### src/design/fwss_pkg.sv
// ----------------------------------------------------------------------------
// fwss_pkg: shared types and constants of the fixed-weight sparse sampler
// Beat formats, status codes, register map and the candidate mask helper.
// ----------------------------------------------------------------------------
`default_nettype none

package fwss_pkg;

  // Bitmap memory row geometry
  localparam int unsigned ROW_BITS  = 32;
  localparam int unsigned ROW_SEL_W = 5;

  // Register map (index = byte address / 4)
  localparam int unsigned CFG_ADDR_W = 3;
  localparam int unsigned REG_IDX_W  = 1;
  localparam logic [REG_IDX_W-1:0] REG_VECTOR_LENGTH = 1'b0;
  localparam logic [REG_IDX_W-1:0] REG_TARGET_WEIGHT = 1'b1;

  localparam logic [15:0] VECTOR_LENGTH_RST = 16'd12323;
  localparam logic [15:0] TARGET_WEIGHT_RST = 16'd71;

  // Command codes
  localparam logic CMD_START  = 1'b0;
  localparam logic CMD_SAMPLE = 1'b1;

  typedef enum logic [2:0] {
    ST_CLEARED   = 3'd0,
    ST_ACCEPTED  = 3'd1,
    ST_RANGE     = 3'd2,
    ST_DUPLICATE = 3'd3,
    ST_IGNORED   = 3'd4
  } result_code_t;

  typedef enum logic [1:0] {
    SM_CLEAR,
    SM_IDLE,
    SM_RMW
  } sm_state_t;

  typedef struct packed {
    logic        command;
    logic [31:0] random_word;
  } in_item_t;

  typedef struct packed {
    result_code_t status;
    logic [14:0]  position;
    logic [15:0]  set_count;
    logic         complete;
  } out_item_t;

  typedef struct packed {
    logic [15:0] vector_length;
    logic [15:0] target_weight;
  } cfg_t;

  // All-ones mask covering the bit length of len
  function automatic logic [15:0] length_mask(input logic [15:0] len);
    logic [15:0] m;
    m = len;
    m = m | (m >> 1);
    m = m | (m >> 2);
    m = m | (m >> 4);
    m = m | (m >> 8);
    return m;
  endfunction

endpackage

`default_nettype wire

### src/design/fwss_cfg_regs.sv
// ----------------------------------------------------------------------------
// fwss_cfg_regs: APB-style configuration registers
// Holds vector length and target weight; zero-wait writes and reads.
// ----------------------------------------------------------------------------
`default_nettype none

module fwss_cfg_regs (
  input  wire logic                               clk,
  input  wire logic                               rst_n,
  input  wire logic                               psel,
  input  wire logic                               penable,
  input  wire logic                               pwrite,
  input  wire logic [fwss_pkg::CFG_ADDR_W-1:0]    paddr,
  input  wire logic [31:0]                        pwdata,
  output logic      [31:0]                        prdata,
  output logic                                    pready,
  output fwss_pkg::cfg_t                          cfg
);
  import fwss_pkg::*;

  logic [15:0]          vlen_r;
  logic [15:0]          weight_r;
  logic [REG_IDX_W-1:0] reg_idx;
  logic                 wr_en;

  assign reg_idx = paddr[CFG_ADDR_W-1 -: REG_IDX_W];
  assign wr_en   = psel && penable && pwrite;
  assign pready  = 1'b1;

  // Register writes
  always_ff @(posedge clk) begin
    if (!rst_n) begin
      vlen_r   <= VECTOR_LENGTH_RST;
      weight_r <= TARGET_WEIGHT_RST;
    end else if (wr_en) begin
      unique case (reg_idx)
        REG_VECTOR_LENGTH: vlen_r   <= pwdata[15:0];
        REG_TARGET_WEIGHT: weight_r <= pwdata[15:0];
      endcase
    end
  end

  // Read mux
  always_comb begin
    unique case (reg_idx)
      REG_VECTOR_LENGTH: prdata = {16'd0, vlen_r};
      REG_TARGET_WEIGHT: prdata = {16'd0, weight_r};
    endcase
  end

  assign cfg.vector_length = vlen_r;
  assign cfg.target_weight = weight_r;

endmodule

`default_nettype wire

### config.mk
export PLATFORM = sky130hd
export DESIGN_NAME = fwss_cfg_regs
export DESIGN_NICKNAME = d
export VERILOG_FILES = /design/src/design/fwss_pkg.sv /design/src/design/fwss_cfg_regs.sv
export SDC_FILE = /design/constraint.sdc
export NUM_CORES = 1
export LEC_CHECK = 0
export BUFFER_PORTS_ARGS = -buffer_cell sky130_fd_sc_hd__buf_4
export CAP_MARGIN = 5
export CORE_MARGIN = 4
export CORE_UTILIZATION = 42
export DETAILED_ROUTE_END_ITERATION = 10
export GPL_TIMING_DRIVEN = 0
export PLACE_DENSITY = 0.87
export SLEW_MARGIN = 20
export SYNTH_ARGS = -nofsm -noshare
export SYNTH_HDL_FRONTEND = slang
export SYNTH_SLANG_ARGS = --single-unit
### constraint.sdc
create_clock -name clk -period 1.25 [get_ports clk]
set_input_delay 0 -clock clk [delete_from_list [all_inputs] [get_ports clk]]
set_output_delay 0 -clock clk [all_outputs]
set_load 0.1 [all_outputs]
==> reports/metrics.yaml, run 1 <==
routing:
  via_per_inst: 4.479
  drcViolationCount: 0
  drtAntennaViolNets: 0
  drtPass1Iterations: 4
  vias: 1420
  wire_per_inst_um: 13.72
  drt_iter0_drc: 87
  drt_wl_total_um: 4348
clocking:
  clock_sinks: 32
  h-tree-depth: 2
  clk_pin_slew_ns: 0.06
  ctsResizeCount: 0
  cts_inserted_buffers: 5
  cts_root_buffer: "clkbuf_8"
  clk_latency_ns: 0.28
  cts_tree: "built"
  cts_buffer_depth: 2
placement:
  gp_congestion: 0.7109
  hpwl_um: 3163
  dp_cells: 296
  placed_area_sq_um: 2342
  numPortBuffers: 67
synthesis:
  post_synth_mux_area_share: 0.3084
  synth-compound-area-share: 0
  synth_top_family_by_area: "multiplexers"
  ys_types: 14
  netlist_area_sq_um: 1623
  yosysSeqAreaShare: 0.3948
  synth-warning-count: 0
  syn_area_per_cell_sq_um: 9.776
  yosys_register_bits: 32
  synth_xor_area_frac: 0
  netlist_instances: 166
  synth_fa_ha_area_frac: 0
  yosys.area_share.simple: 0.1665
pwr:
  pwr_density_cell_nw_per_um2: 1084
  peakVddDrop_mv: 0.6220
  p_leak_nw: 1.226
  netSwitchingPower_mw: 1.043
  cell_internal_pwr_mw: 1.733
  pwr-share-clk: 0.290
  p_comb_frac: 0.326
  p_seq_frac: 0.384
  switching_share: 0.3758
critical_path:
  crit_chain: "mux2_4, buf_4"
  critPathArrivalTime_ns: 1.11
  path_delay_family: "flip-flops"
  worst-r2r-setup-slack_ns: 0.60
  r2r-start: "weight_r[1]"
  path_max_fanout: 3
  worstPathRequired_ns: 1.25
  reg2reg_depth: 2
  path_depth: 2
  path_class: "register to output pin"
  max_stage_delay_ns: 0.33
  endpoint_kind: "output pin"
  r2r-end: "weight_r[1]"
  cp.buffers_inverters: 1
  cp_slowest_cell: "dfxtp_2"
  start_kind: "register"
layout:
  drive_gt1_frac: 0.5390
  diodes: 0
  final_cell_mix: "buf_4, nand2_1, mux2i_1, dfxtp_2, conb_1"
  design_area_sq_um: 2562
  layout_commonest_cell: "buf_4"
  fin_util: 0.6947
  final_cells: 317
  area_growth_pct: 57.90
  final_nets: 308
sta:
  min_period_ns: 1.111
  clock_skew_ns: 0
  slew_violations: 0
  setup_viol: 0
  tightest_slew_ns: 0.5520
  max_freq_mhz: 899.7
  finalSetupTns_ns: 0
  rsz0062_at_grt: "false"
  final_hold_viol_count: 0
  period_share: 0.8891
  max-slew-margin-rel: 0.6320
die:
  fp.coreArea_sq_um: 3689
  num_rows: 22
  ios: 105
  initial_core_util: 0.4400
  chipWidth_um: 70.16
  dieArea_sq_um: 4922
  die_h_um: 70.16
global_routing:
  track_usage: 0.1822
  grt_pass1_vias: 1498
  grt_first_pass_wirelength_um: 7169
  grt_max_degree: 11
  antenna_found_initial: 0
  grt-ovfl-total: 0
run_status:
  status: "complete, no violations"
min_path:
  min_to: "vlen_r[9]"
  hp-class: "input port to register"
  min-delay-start: "pwdata[9]"
  hold_path_depth: 3
flow_run:
  cap_violations: 0
==> kinds of logic (layout without fill, tap and decap cells) <==
logic type,count (synthesis),count (layout)
mux,48,48
other cells,2,17
flops,32,32
buf+inv,28,116
simple gates,56,56
==> layer usage <==
metal,share of wire,vias to the layer above,GRT usage
li1,-,715,-
met1,0.40,654,0.2000
met2,0.53,47,0.3389
met3,0.064,4,0.06331
met4,0.0055,0,0.03191
met5,0,-,0
==> registers in the layout, summed over array words and instances (netlist names) <==
name,count
vlen_r,16
weight_r,16
==> synth_stat cells, drive strengths merged <==
| cell | number | share of area |
|---|---|---|
| nand4 | 1 | 0.0077 |
| mux2i | 32 | 0.20 |
| nor2b | 16 | 0.062 |
| and4b | 1 | 0.0062 |
| buf | 23 | 0.11 |
| dfxtp | 32 | 0.39 |
| nand2 | 37 | 0.086 |
| conb | 2 | 0.0046 |
| and4 | 1 | 0.0054 |
| mux2 | 16 | 0.11 |
| clkbuf | 5 | 0.012 |
==> power by group through the flow <==
stage	combinational (mW)	clock, mW	sequential (mW)
6_report	0.905	0.806	1.07
5_1_grt	0.937	0.871	1.07
4_1_cts	0.904	0.816	1.07
3_5_place_dp	0.871	0	1.09
3_3_place_gp	0.865	0	1.09
2_1_floorplan	0.560	0	1.25
==> layout make-up <==
cell class	count	area (sq um)
Buffer	28	203.9
Clock buffer	8	90.09
Fill cell	317	1126
Multi-Input combinational cell	121	894.6
Sequential cell	32	680.7
Tap cell	48	60.06
Timing Repair Buffer	80	633.1
==> worst max path at each step <==
stage	from	to	slack [ns]
after floorplan	vlen_r[0]	prdata[0]	0.15
after global placement	paddr[2]	prdata[14]	0.17
after detailed placement	paddr[2]	prdata[10]	0.15
after CTS	vlen_r[10]	prdata[10]	0.13
after global routing	vlen_r[12]	prdata[12]	0.10
final	vlen_r[10]	prdata[10]	0.14
==> worst min-delay path: cells and delay by family <==
family | cells | cell delay [ns]
multiplexers | 1 | 0.07
AND/OR/NAND/NOR | 1 | 0.07
buffers and inverters | 1 | 0.11
==> per-stage QoR <==
step | worst slack [ns] | total power [mW] | hold WS, ns
after global placement | 0.1739 | 1.952 | 0.2598
after floorplan | 0.1520 | 1.809 | 0.1347
after detailed placement | 0.1487 | 1.959 | 0.2670
after CTS | 0.1310 | 2.786 | 0.0009346
after global routing | 0.1046 | 2.877 | 0.01326
final | 0.1386 | 2.776 | 0.0005022
==> timing repair <==
item | 4_1_cts | 5_1_grt
setup buffers | 0 | 0
hold buffers | 13 | 0
hold endpoints to repair | 23 | 0
(Power assumes the default switching activity.)
==> inputs of run 2 (changes only) <==
--- a/config.mk
+++ b/config.mk
@@ -7,11 +7,13 @@
 export LEC_CHECK = 0
 export BUFFER_PORTS_ARGS = -buffer_cell sky130_fd_sc_hd__buf_4
 export CAP_MARGIN = 5
+export CELL_PAD_IN_SITES_DETAIL_PLACEMENT = 1
+export CELL_PAD_IN_SITES_GLOBAL_PLACEMENT = 1
 export CORE_MARGIN = 4
-export CORE_UTILIZATION = 42
+export CORE_UTILIZATION = 29
 export DETAILED_ROUTE_END_ITERATION = 10
 export GPL_TIMING_DRIVEN = 0
-export PLACE_DENSITY = 0.87
+export PLACE_DENSITY_LB_ADDON = 0.1
 export SLEW_MARGIN = 20
 export SYNTH_ARGS = -nofsm -noshare
 export SYNTH_HDL_FRONTEND = slang
==> run 2 against run 1 <==
Effect of this change:
- clock skew did not move
- first-iteration DRC count decreased by 80%
- largest power group unchanged
- worst hold slack improved by 0.0071 ns
- setup slack got worse by 0.0060 ns
- combinational power is essentially flat
==> reports/metrics.yaml, run 2 (synthesized netlist as in run 1, its figures left out) <==
clocking:
  h-tree-depth: 2
  cts_root_buffer: "clkbuf_8"
  clk_latency_ns: 0.27
  cts_tree: "built"
  cts_inserted_buffers: 5
  clk_pin_slew_ns: 0.06
  cts_buffer_depth: 2
  clock_sinks: 32
critical_path:
  cp.buffers_inverters: 3
  worstPathRequired_ns: 1.25
  max_stage_delay_ns: 0.39
  path_class: "input port to output pin"
  path_delay_family: "buffers and inverters"
  crit_chain: "buf_6, buf_2, mux2_4, buf_4"
  endpoint_kind: "output pin"
  critPathArrivalTime_ns: 1.12
  cp_slowest_cell: "buf_2"
  start_kind: "input port"
  path_max_fanout: 10
layout:
  design_area_sq_um: 2590
  final_cell_mix: "buf_4, nand2_1, mux2i_1, dfxtp_2, conb_1"
  reg_top3: "vlen_r (16), weight_r (16)"
  final_nets: 308
  drive_gt1_frac: 0.5390
  diodes: 0
  layout_commonest_cell: "buf_4"
  area_growth_pct: 59.60
  n_fill_cell: 626
routing:
  via_per_inst: 4.204
  drcViolationCount: 0
  wire_per_inst_um: 13.84
  drtAntennaViolNets: 0
  drtPass1Iterations: 3
  vias: 1425
  drt_iter0_drc: 17
  drt_wl_total_um: 4692
pwr:
  pwr_density_cell_nw_per_um2: 1070
  peakVddDrop_mv: 0.4130
  p_leak_nw: 1.226
sta:
  finalSetupTns_ns: 0
  slew_violations: 0
  rsz0062_at_grt: "false"
  final_hold_viol_count: 0
  tightest_slew_ns: 0.5278
  max_freq_mhz: 894.9
  setup_viol: 0
  clock_skew_ns: 0
  min_period_ns: 1.117
  period_share: 0.8940
  max-slew-margin-rel: 0.6481
global_routing:
  grt_pass1_vias: 1536
  grt-ovfl-total: 0
  grt_first_pass_wirelength_um: 8086
  antenna_found_initial: 0
  track_usage: 0.1436
  grt_max_degree: 11
die:
  fp.coreArea_sq_um: 5270
  initial_core_util: 0.3079
  ios: 105
  die_h_um: 82.81
  num_rows: 26
  chipWidth_um: 82.81
  dieArea_sq_um: 6857
placement:
  placed_area_sq_um: 2370
  hpwl_um: 3513
  numPortBuffers: 67
  gp_congestion: 0.7011
min_path:
  hp-class: "input port to register"
run_status:
  status: "complete, no violations"
flow_run:
  cap_violations: 0
run 2: cell counts in the layout (fill, tap and decap cells not counted):
No cell type changed its count.
run 2: layout make-up:
class                   instances  area (sq um)  share of cell area
well taps                      70         87.58             0.03382
multi-input cells             121         894.6              0.3454
repair buffers                 80         633.1              0.2444
plain buffers                  28         203.9             0.07874
clock buffers                   8         90.09             0.03478
flip-flops and latches         32         680.7              0.2628
run 2: per-stage QoR:
step / hold WS, ns / setup WS, ns / utilization / std cells / total power, mW
2_1_floorplan: 0.1347 / 0.1520 / - / 181 / 1.809
3_3_place_gp: 0.2653 / 0.1124 / 0.4497 / 318 / 1.963
3_5_place_dp: 0.2718 / 0.1196 / 0.4497 / 318 / 1.966
4_1_cts: 0.001356 / 0.1201 / 0.4915 / 339 / 2.820
5_1_grt: 0.02789 / 0.08031 / 0.4915 / 339 / 2.893
6_report: 0.007607 / 0.1325 / 0.4915 / 339 / 2.771
run 2: worst reg2reg max path, delay by kind of cell, from the launching register on:
kind / cells / cell delay, ns
muxes: 1 / 0.15
and+or+nand+nor: 1 / 0.05
DFF: 1 / 0.35
run 2: per-layer routing:
layer  wire, um  up-vias  GRT usage
met5          0        -          0
met1       2118      657     0.1822
li1           -      715          -
met4         29        0    0.02675
met2       2253       49     0.2383
met3        291        4    0.04851
run 2: repair_timing:
action / 4_1_cts / 5_1_grt
endpoints found under the setup margin: 0 / 0
hold buffers: 13 / 0
buffers inserted: 0 / 0
hold endpoints to repair: 23 / 0
gates resized for setup: 0 / 0
run 2: power breakdown:
group | switching [mW] | internal [mW]
Sequential | 0.0181 | 1.05
Clock | 0.350 | 0.448
Combinational | 0.670 | 0.238
run 2: final timing paths:
check	from	endpoint	slack, ns	depth (start not counted)
worst max register to register	weight_r[13]	weight_r[13]	0.62	2
worst max-delay path	paddr[2]	prdata[4]	0.13	4
worst min register to register	vlen_r[15]	vlen_r[15]	0.46	2
worst min-delay path	pwdata[10]	vlen_r[10]	0.008	3
