File: src/design/fwss_pkg.sv
// ----------------------------------------------------------------------------
// fwss_pkg: shared types and constants of the fixed-weight sparse sampler
// Beat formats, status codes, register map and the candidate mask helper.
// ----------------------------------------------------------------------------
`default_nettype none

package fwss_pkg;

  // Bitmap memory row geometry
  localparam int unsigned ROW_BITS  = 32;
  localparam int unsigned ROW_SEL_W = 5;

  // Register map (index = byte address / 4)
  localparam int unsigned CFG_ADDR_W = 3;
  localparam int unsigned REG_IDX_W  = 1;
  localparam logic [REG_IDX_W-1:0] REG_VECTOR_LENGTH = 1'b0;
  localparam logic [REG_IDX_W-1:0] REG_TARGET_WEIGHT = 1'b1;

  localparam logic [15:0] VECTOR_LENGTH_RST = 16'd12323;
  localparam logic [15:0] TARGET_WEIGHT_RST = 16'd71;

  // Command codes
  localparam logic CMD_START  = 1'b0;
  localparam logic CMD_SAMPLE = 1'b1;

  typedef enum logic [2:0] {
    ST_CLEARED   = 3'd0,
    ST_ACCEPTED  = 3'd1,
    ST_RANGE     = 3'd2,
    ST_DUPLICATE = 3'd3,
    ST_IGNORED   = 3'd4
  } result_code_t;

  typedef enum logic [1:0] {
    SM_CLEAR,
    SM_IDLE,
    SM_RMW
  } sm_state_t;

  typedef struct packed {
    logic        command;
    logic [31:0] random_word;
  } in_item_t;

  typedef struct packed {
    result_code_t status;
    logic [14:0]  position;
    logic [15:0]  set_count;
    logic         complete;
  } out_item_t;

  typedef struct packed {
    logic [15:0] vector_length;
    logic [15:0] target_weight;
  } cfg_t;

  // All-ones mask covering the bit length of len
  function automatic logic [15:0] length_mask(input logic [15:0] len);
    logic [15:0] m;
    m = len;
    m = m | (m >> 1);
    m = m | (m >> 2);
    m = m | (m >> 4);
    m = m | (m >> 8);
    return m;
  endfunction

endpackage

`default_nettype wire

File: src/design/fwss_ctrl.sv
// ----------------------------------------------------------------------------
// fwss_ctrl: sampler sequencer
// Clear sweep, candidate screening, bitmap read-modify-write, result register.
// ----------------------------------------------------------------------------
`default_nettype none

module fwss_ctrl #(
  parameter int unsigned MAX_LENGTH = 32768,
  parameter int unsigned ROWS       = 1024,
  parameter int unsigned ROW_AW     = 10
) (
  input  wire logic                          clk,
  input  wire logic                          rst_n,
  input  wire fwss_pkg::cfg_t                cfg,
  input  wire logic                          in_valid,
  output logic                               in_ready,
  input  wire fwss_pkg::in_item_t            in_data,
  output logic                               out_valid,
  input  wire logic                          out_ready,
  output fwss_pkg::out_item_t                out_data,
  output logic                               mem_we,
  output logic      [ROW_AW-1:0]             mem_waddr,
  output logic      [fwss_pkg::ROW_BITS-1:0] mem_wdata,
  output logic                               mem_re,
  output logic      [ROW_AW-1:0]             mem_raddr,
  input  wire logic [fwss_pkg::ROW_BITS-1:0] mem_rdata
);
  import fwss_pkg::*;

  localparam logic [16:0]       MAX_LEN_W = 17'(MAX_LENGTH);
  localparam logic [ROW_AW-1:0] LAST_ROW  = ROW_AW'(ROWS - 1);

  sm_state_t             state_r, state_nxt;
  logic [15:0]           cnt_r, cnt_nxt;
  logic [ROW_AW-1:0]     clr_addr_r, clr_addr_nxt;
  logic                  clr_reply_r, clr_reply_nxt;
  logic                  out_valid_r;
  out_item_t             out_data_r;
  logic [ROW_AW-1:0]     row_r;
  logic [ROW_SEL_W-1:0]  bit_r;
  logic [14:0]           pos_r;

  logic [15:0]           eff_len;
  logic [15:0]           cand;
  logic                  done;
  logic [15:0]           cnt_inc;
  logic                  accept;
  logic                  load_out;
  out_item_t             res;

  // Candidate: masked word, effective length saturated at MAX_LENGTH
  always_comb begin
    if ({1'b0, cfg.vector_length} > MAX_LEN_W) begin
      eff_len = MAX_LEN_W[15:0];
    end else begin
      eff_len = cfg.vector_length;
    end
  end

  assign cand    = in_data.random_word[15:0] & length_mask(eff_len);
  assign done    = (cnt_r >= cfg.target_weight);
  assign cnt_inc = cnt_r + 16'd1;
  assign accept  = in_valid && in_ready;

  // Next state and datapath control
  always_comb begin
    state_nxt     = state_r;
    cnt_nxt       = cnt_r;
    clr_addr_nxt  = clr_addr_r;
    clr_reply_nxt = clr_reply_r;
    mem_we        = 1'b0;
    mem_waddr     = clr_addr_r;
    mem_wdata     = '0;
    mem_re        = 1'b0;
    mem_raddr     = ROW_AW'(cand >> ROW_SEL_W);
    load_out      = 1'b0;
    res           = '0;
    in_ready      = 1'b0;

    unique case (state_r)
      SM_CLEAR: begin
        mem_we = 1'b1;
        if (clr_addr_r == LAST_ROW) begin
          state_nxt    = SM_IDLE;
          clr_addr_nxt = '0;
          if (clr_reply_r) begin
            load_out      = 1'b1;
            res.status    = ST_CLEARED;
            res.set_count = cnt_r;
            res.complete  = (cfg.target_weight == 16'd0);
            clr_reply_nxt = 1'b0;
          end
        end else begin
          clr_addr_nxt = clr_addr_r + ROW_AW'(1);
        end
      end

      SM_IDLE: begin
        in_ready = !out_valid_r || out_ready;
        if (in_valid && in_ready) begin
          if (in_data.command == CMD_START) begin
            cnt_nxt       = '0;
            clr_reply_nxt = 1'b1;
            state_nxt     = SM_CLEAR;
          end else if (done) begin
            load_out      = 1'b1;
            res.status    = ST_IGNORED;
            res.set_count = cnt_r;
            res.complete  = 1'b1;
          end else if (cand >= eff_len) begin
            load_out      = 1'b1;
            res.status    = ST_RANGE;
            res.position  = cand[14:0];
            res.set_count = cnt_r;
            res.complete  = done;
          end else begin
            mem_re    = 1'b1;
            state_nxt = SM_RMW;
          end
        end
      end

      SM_RMW: begin
        load_out     = 1'b1;
        res.position = pos_r;
        state_nxt    = SM_IDLE;
        if (mem_rdata[bit_r]) begin
          res.status    = ST_DUPLICATE;
          res.set_count = cnt_r;
          res.complete  = done;
        end else begin
          mem_we        = 1'b1;
          mem_waddr     = row_r;
          mem_wdata     = mem_rdata | (ROW_BITS'(1) << bit_r);
          cnt_nxt       = cnt_inc;
          res.status    = ST_ACCEPTED;
          res.set_count = cnt_inc;
          res.complete  = (cnt_inc >= cfg.target_weight);
        end
      end

      default: begin
        state_nxt = SM_CLEAR;
      end
    endcase
  end

  // Control state; reset starts a full clearing sweep
  always_ff @(posedge clk) begin
    if (!rst_n) begin
      state_r     <= SM_CLEAR;
      cnt_r       <= '0;
      clr_addr_r  <= '0;
      clr_reply_r <= 1'b0;
    end else begin
      state_r     <= state_nxt;
      cnt_r       <= cnt_nxt;
      clr_addr_r  <= clr_addr_nxt;
      clr_reply_r <= clr_reply_nxt;
    end
  end

  // Candidate held across the read-modify-write
  always_ff @(posedge clk) begin
    if (accept) begin
      row_r <= ROW_AW'(cand >> ROW_SEL_W);
      bit_r <= cand[ROW_SEL_W-1:0];
      pos_r <= cand[14:0];
    end
  end

  // Result register
  always_ff @(posedge clk) begin
    if (!rst_n) begin
      out_valid_r <= 1'b0;
    end else if (load_out) begin
      out_valid_r <= 1'b1;
    end else if (out_ready) begin
      out_valid_r <= 1'b0;
    end
  end

  always_ff @(posedge clk) begin
    if (load_out) begin
      out_data_r <= res;
    end
  end

  assign out_valid = out_valid_r;
  assign out_data  = out_data_r;

endmodule

`default_nettype wire

File: config.mk
export PLATFORM = sky130hd
export DESIGN_NAME = fwss_ctrl
export DESIGN_NICKNAME = d
export VERILOG_FILES = /design/src/design/fwss_pkg.sv /design/src/design/fwss_ctrl.sv
export SDC_FILE = /design/constraint.sdc
export NUM_CORES = 1
export LEC_CHECK = 0
export BUFFER_PORTS_ARGS = -buffer_cell sky130_fd_sc_hd__buf_2
export CAP_MARGIN = 20
export CORE_MARGIN = 8
export CORE_UTILIZATION = 57
export CTS_BUF_LIST = sky130_fd_sc_hd__clkbuf_4
export CTS_CLUSTER_DIAMETER = 120
export CTS_CLUSTER_SIZE = 25
export DETAILED_ROUTE_END_ITERATION = 8
export HOLD_SLACK_MARGIN = 0.05
export PLACE_DENSITY = 0.88
export REMOVE_ABC_BUFFERS = 1
export SKIP_CTS_REPAIR_TIMING = 1
export SKIP_LAST_GASP = 1
export SLEW_MARGIN = 5
export SYNTH_ARGS = -nofsm -noshare
export SYNTH_HDL_FRONTEND = slang
export SYNTH_SLANG_ARGS = --single-unit
File: constraint.sdc
create_clock -name clk -period 12.1 [get_ports clk]
set_input_delay 1.21 -clock clk [delete_from_list [all_inputs] [get_ports clk]]
set_output_delay 1.21 -clock clk [all_outputs]
set_load 0.005 [all_outputs]
==> insert_results.sql <==
INSERT INTO impl_metrics (metric_group, metric, value, unit) VALUES
('floorplan', 'dieArea', '0.0140', 'mm²'),
('pwr', 'finalPower', '0.000769', 'W'),
('timing', 'min_period', '6.16', 'ns'),
('floorplan', 'boundaryPins', '192', ''),
('detailed_routing', 'length_of_the_first_detailed_routing_pass_in_iterations', '5', ''),
('logic_synthesis', 'post_synth_top_flop', 'edfxtp_1', ''),
('floorplan', 'dieWidth', '118', 'µm'),
('grt', 'grt_antenna_before_repair', '1', ''),
('timing', 'final.setup_skew', '0.0114', 'ns'),
('status', 'outcome', 'finished, final reports clean', ''),
('setup_path', 'worstSetupEndpointType', 'primary output', ''),
('clock_network', 'cts.root.buffer_cell', 'clkbuf_4', ''),
('pwr', 'leakage', '3.16', 'nW'),
('logic_synthesis', 'async_flop_share', '0', ''),
('setup_path', 'ff2ff_path_depth', '10', ''),
('detailed_routing', 'via_count', '5849', ''),
('detailed_routing', 'vias_per_cell', '6.14', ''),
('timing', 'final.period_utilization', '0.509', ''),
('finish', 'mostFrequentLayoutCells', 'buf_2, a21oi_1, nor2_1, nand2_1, ha_1', ''),
('clock_network', 'clk_pin_slew_worst_paths', '0.14', 'ns'),
('setup_path', 'start_kind', 'input port', ''),
('timing', 'fin_setup_tns', '0', 'ns'),
('detailed_routing', 'detail_route.wl_per_cell', '18.7', 'µm'),
('detailed_routing', 'postRouteAntennaNets', '0', ''),
('place', 'routabilityCongestion', '0.918', ''),
('job', 'cap_viol_max_count', '0', ''),
('pwr', 'cellPowerDensity', '111', 'mW/mm²'),
('setup_path', 'crit_required', '10.89', 'ns'),
('clock_network', 'tritoncts_clock_tree', 'done', ''),
('detailed_routing', 'initialDrtViolationCount', '550', ''),
('logic_synthesis', 'netlist_area', '0.00595', 'mm²'),
('finish', 'final_area', '0.00695', 'mm²'),
('place', 'io_buffers', '175', ''),
('logic_synthesis', 'synth.lib_cells_used.distinct', '70', ''),
('place', 'dp_slack', '5.51', 'ns'),
('grt', 'grt_first_pass_wirelength', '28700', 'µm'),
('setup_path', 'worst-endpoint-arrival', '4.95', 'ns'),
('clock_network', 'clk_path_buf_depth', '2', ''),
('timing', 'worst_pin_slew', '1.06', 'ns'),
('timing', 'timing_hold_violations_final', '0', ''),
('worst_hold_path', 'hp-class', 'reg2reg', ''),
('setup_path', 'critical_path.max_fanout', '4', ''),
('grt', 'grt_max_degree', '36', ''),
('setup_path', 'path_class', 'in2out', ''),
('place', 'placed_instance_area', '0.00680', 'mm²'),
('logic_synthesis', 'post_synth.cell_area_avg', '8.99', 'µm²'),
('logic_synthesis', 'synth_seq_cells', '80', ''),
('floorplan', 'std_cell_rows', '37', ''),
('logic_synthesis', 'postSynthCellCount', '662', ''),
('detailed_routing', 'finalWirelength', '17800', 'µm'),
('finish', 'num-nets-final', '963', ''),
('logic_synthesis', 'synth_sequential_area_ratio', '0.353', ''),
('grt', 'global_route.overflow_total', '0', ''),
('timing', 'maxSlewViolCount', '0', ''),
('pwr', 'irDropWorstVdd', '0.0908', 'mV'),
('finish', 'syn_to_final_growth', '16.8', '%'),
('worst_hold_path', 'hold_path_stages', '2', ''),
('floorplan', 'core_area', '0.0102', 'mm²'),
('timing', 'maxSlewHeadroom', '0.285', ''),
('clock_network', 'clkSinkCount', '80', ''),
('timing', 'rsz_0062_raised_after_global_routing', 'false', ''),
('finish', 'drive_above_1_share', '0.272', ''),
('floorplan', 'floorplan.die.height', '118', 'µm'),
('clock_network', 'cts_made_buffers', '9', ''),
('detailed_routing', 'drcViolationCount', '0', ''),
('timing', 'finalSetupViolations', '0', ''),
('timing', 'max_freq', '162', 'MHz'),
('timing', 'fin_ws', '5.94', 'ns'),
('floorplan', 'start_util', '0.582', ''),
('finish', 'mostFrequentLayoutCell', 'buf_2', ''),
('grt', 'first_global_vias', '5841', ''),
('grt', 'global_route.usage.total', '0.245', ''),
('clock_network', 'ctsHtreeMaxLevel', '3', ''),
('place', 'dp_hpwl', '13900', 'µm'),
('logic_synthesis', 'synth-edff-count', '50', ''),
('clock_network', 'clock_insertion_delay_worst_skew', '0.43', 'ns'),
('logic_synthesis', 'synthesis.yosys.warnings', '0', '');
worst max-delay path, stage by stage:
cell and delay (ns):
buf_2 0.11, or2_2 0.30, or4_1 0.46, nor3_1 0.22
a41o_1 0.29, nand2_1 0.11, a21boi_0 0.53, ha_1 0.37
a21oi_1 0.15, nand2_1 0.06, a221oi_1 0.28, o32a_2 0.26
nand2_1 0.08, nor3_1 0.35, buf_2 0.18
metrics by stage:
stage | hold WS [ns] | std cells | util
6_report | 0.549 | 952 | 0.679
3_3_place_gp | 0.500 | 934 | 0.664
4_1_cts | 0.544 | 950 | 0.676
3_5_place_dp | 0.514 | 934 | 0.664
5_1_grt | 0.572 | 952 | 0.679
2_1_floorplan | 0.465 | 622 | -
logic make-up (layout without fill, tap and decap cells):
kind of cell / Yosys count / count (layout) / synth area share
AOI/OAI and AO/OA: 186 / 186 / 0.202
xor gates and xnor gates: 20 / 20 / 0.0294
adders and majority gates: 52 / 52 / 0.109
buffers and inverters: 77 / 230 / 0.0597
DFF: 80 / 80 / 0.353
muxes: 21 / 21 / 0.0557
other: 0 / 1 / 0
and+or+nand+nor: 226 / 226 / 0.191
layout make-up:
type | instances | area (µm²)
Antenna cell | 1 | 2.50
Clock buffer | 9 | 67.6
Clock inverter | 7 | 55.1
Fill cell | 820 | 3280
Inverter | 37 | 139
Multi-Input combinational cell | 505 | 3500
Sequential cell | 80 | 2100
Tap cell | 136 | 170
Timing Repair Buffer | 177 | 911
worst paths after layout:
path | start | to | slack, ns
worst min register to register | cnt_r[15] | cnt_r[15] | 0.55
worst max-delay path | cfg[21] | mem_re | 5.94
worst max register to register | cnt_r[0] | out_data[25] | 8.15
worst min-delay path | cnt_r[15] | cnt_r[15] | 0.55
flip-flops by register name, indices dropped and copies added, names as in the netlist:
name,flops
state_r,2
clr_addr_r,10
out_valid,1
bit_r,4
cnt_r,16
clr_reply_r,1
row_r,10
pos_r,1
out_data,35
layer usage:
metal	part of all wire	up-vias	wire length [µm]	GRT usage
li1	-	2749	-	-
met1	0.40	2726	7190	0.298
met2	0.49	323	8660	0.415
met3	0.082	51	1460	0.0519
met4	0.030	0	532	0.0969
met5	0	-	0	0
Yosys cell counts (all sizes together) (12+ instances only):
master / instances / area [µm²]
ha: 52 / 651
clkbuf: 19 / 71.3
a32o: 15 / 150
dfxtp: 30 / 601
inv: 36 / 135
nand3: 18 / 90.1
nor2: 63 / 239
nand4: 13 / 81.3
and3: 12 / 75.1
nand2: 59 / 221
buf: 21 / 145
xor2: 14 / 123
edfxtp: 50 / 1500
o21ai: 41 / 205
a21oi: 67 / 335
where the power goes:
part | switching [W] | internal, W | leakage [nW]
logic | 0.000164 | 0.000106 | 2.39
clock network | 0.000104 | 0.0000443 | 0.0585
registers | 0.0000203 | 0.000331 | 0.715
total | 0.000289 | 0.000481 | 3.16
No activity file was read; power rests on OpenSTA's default activity.
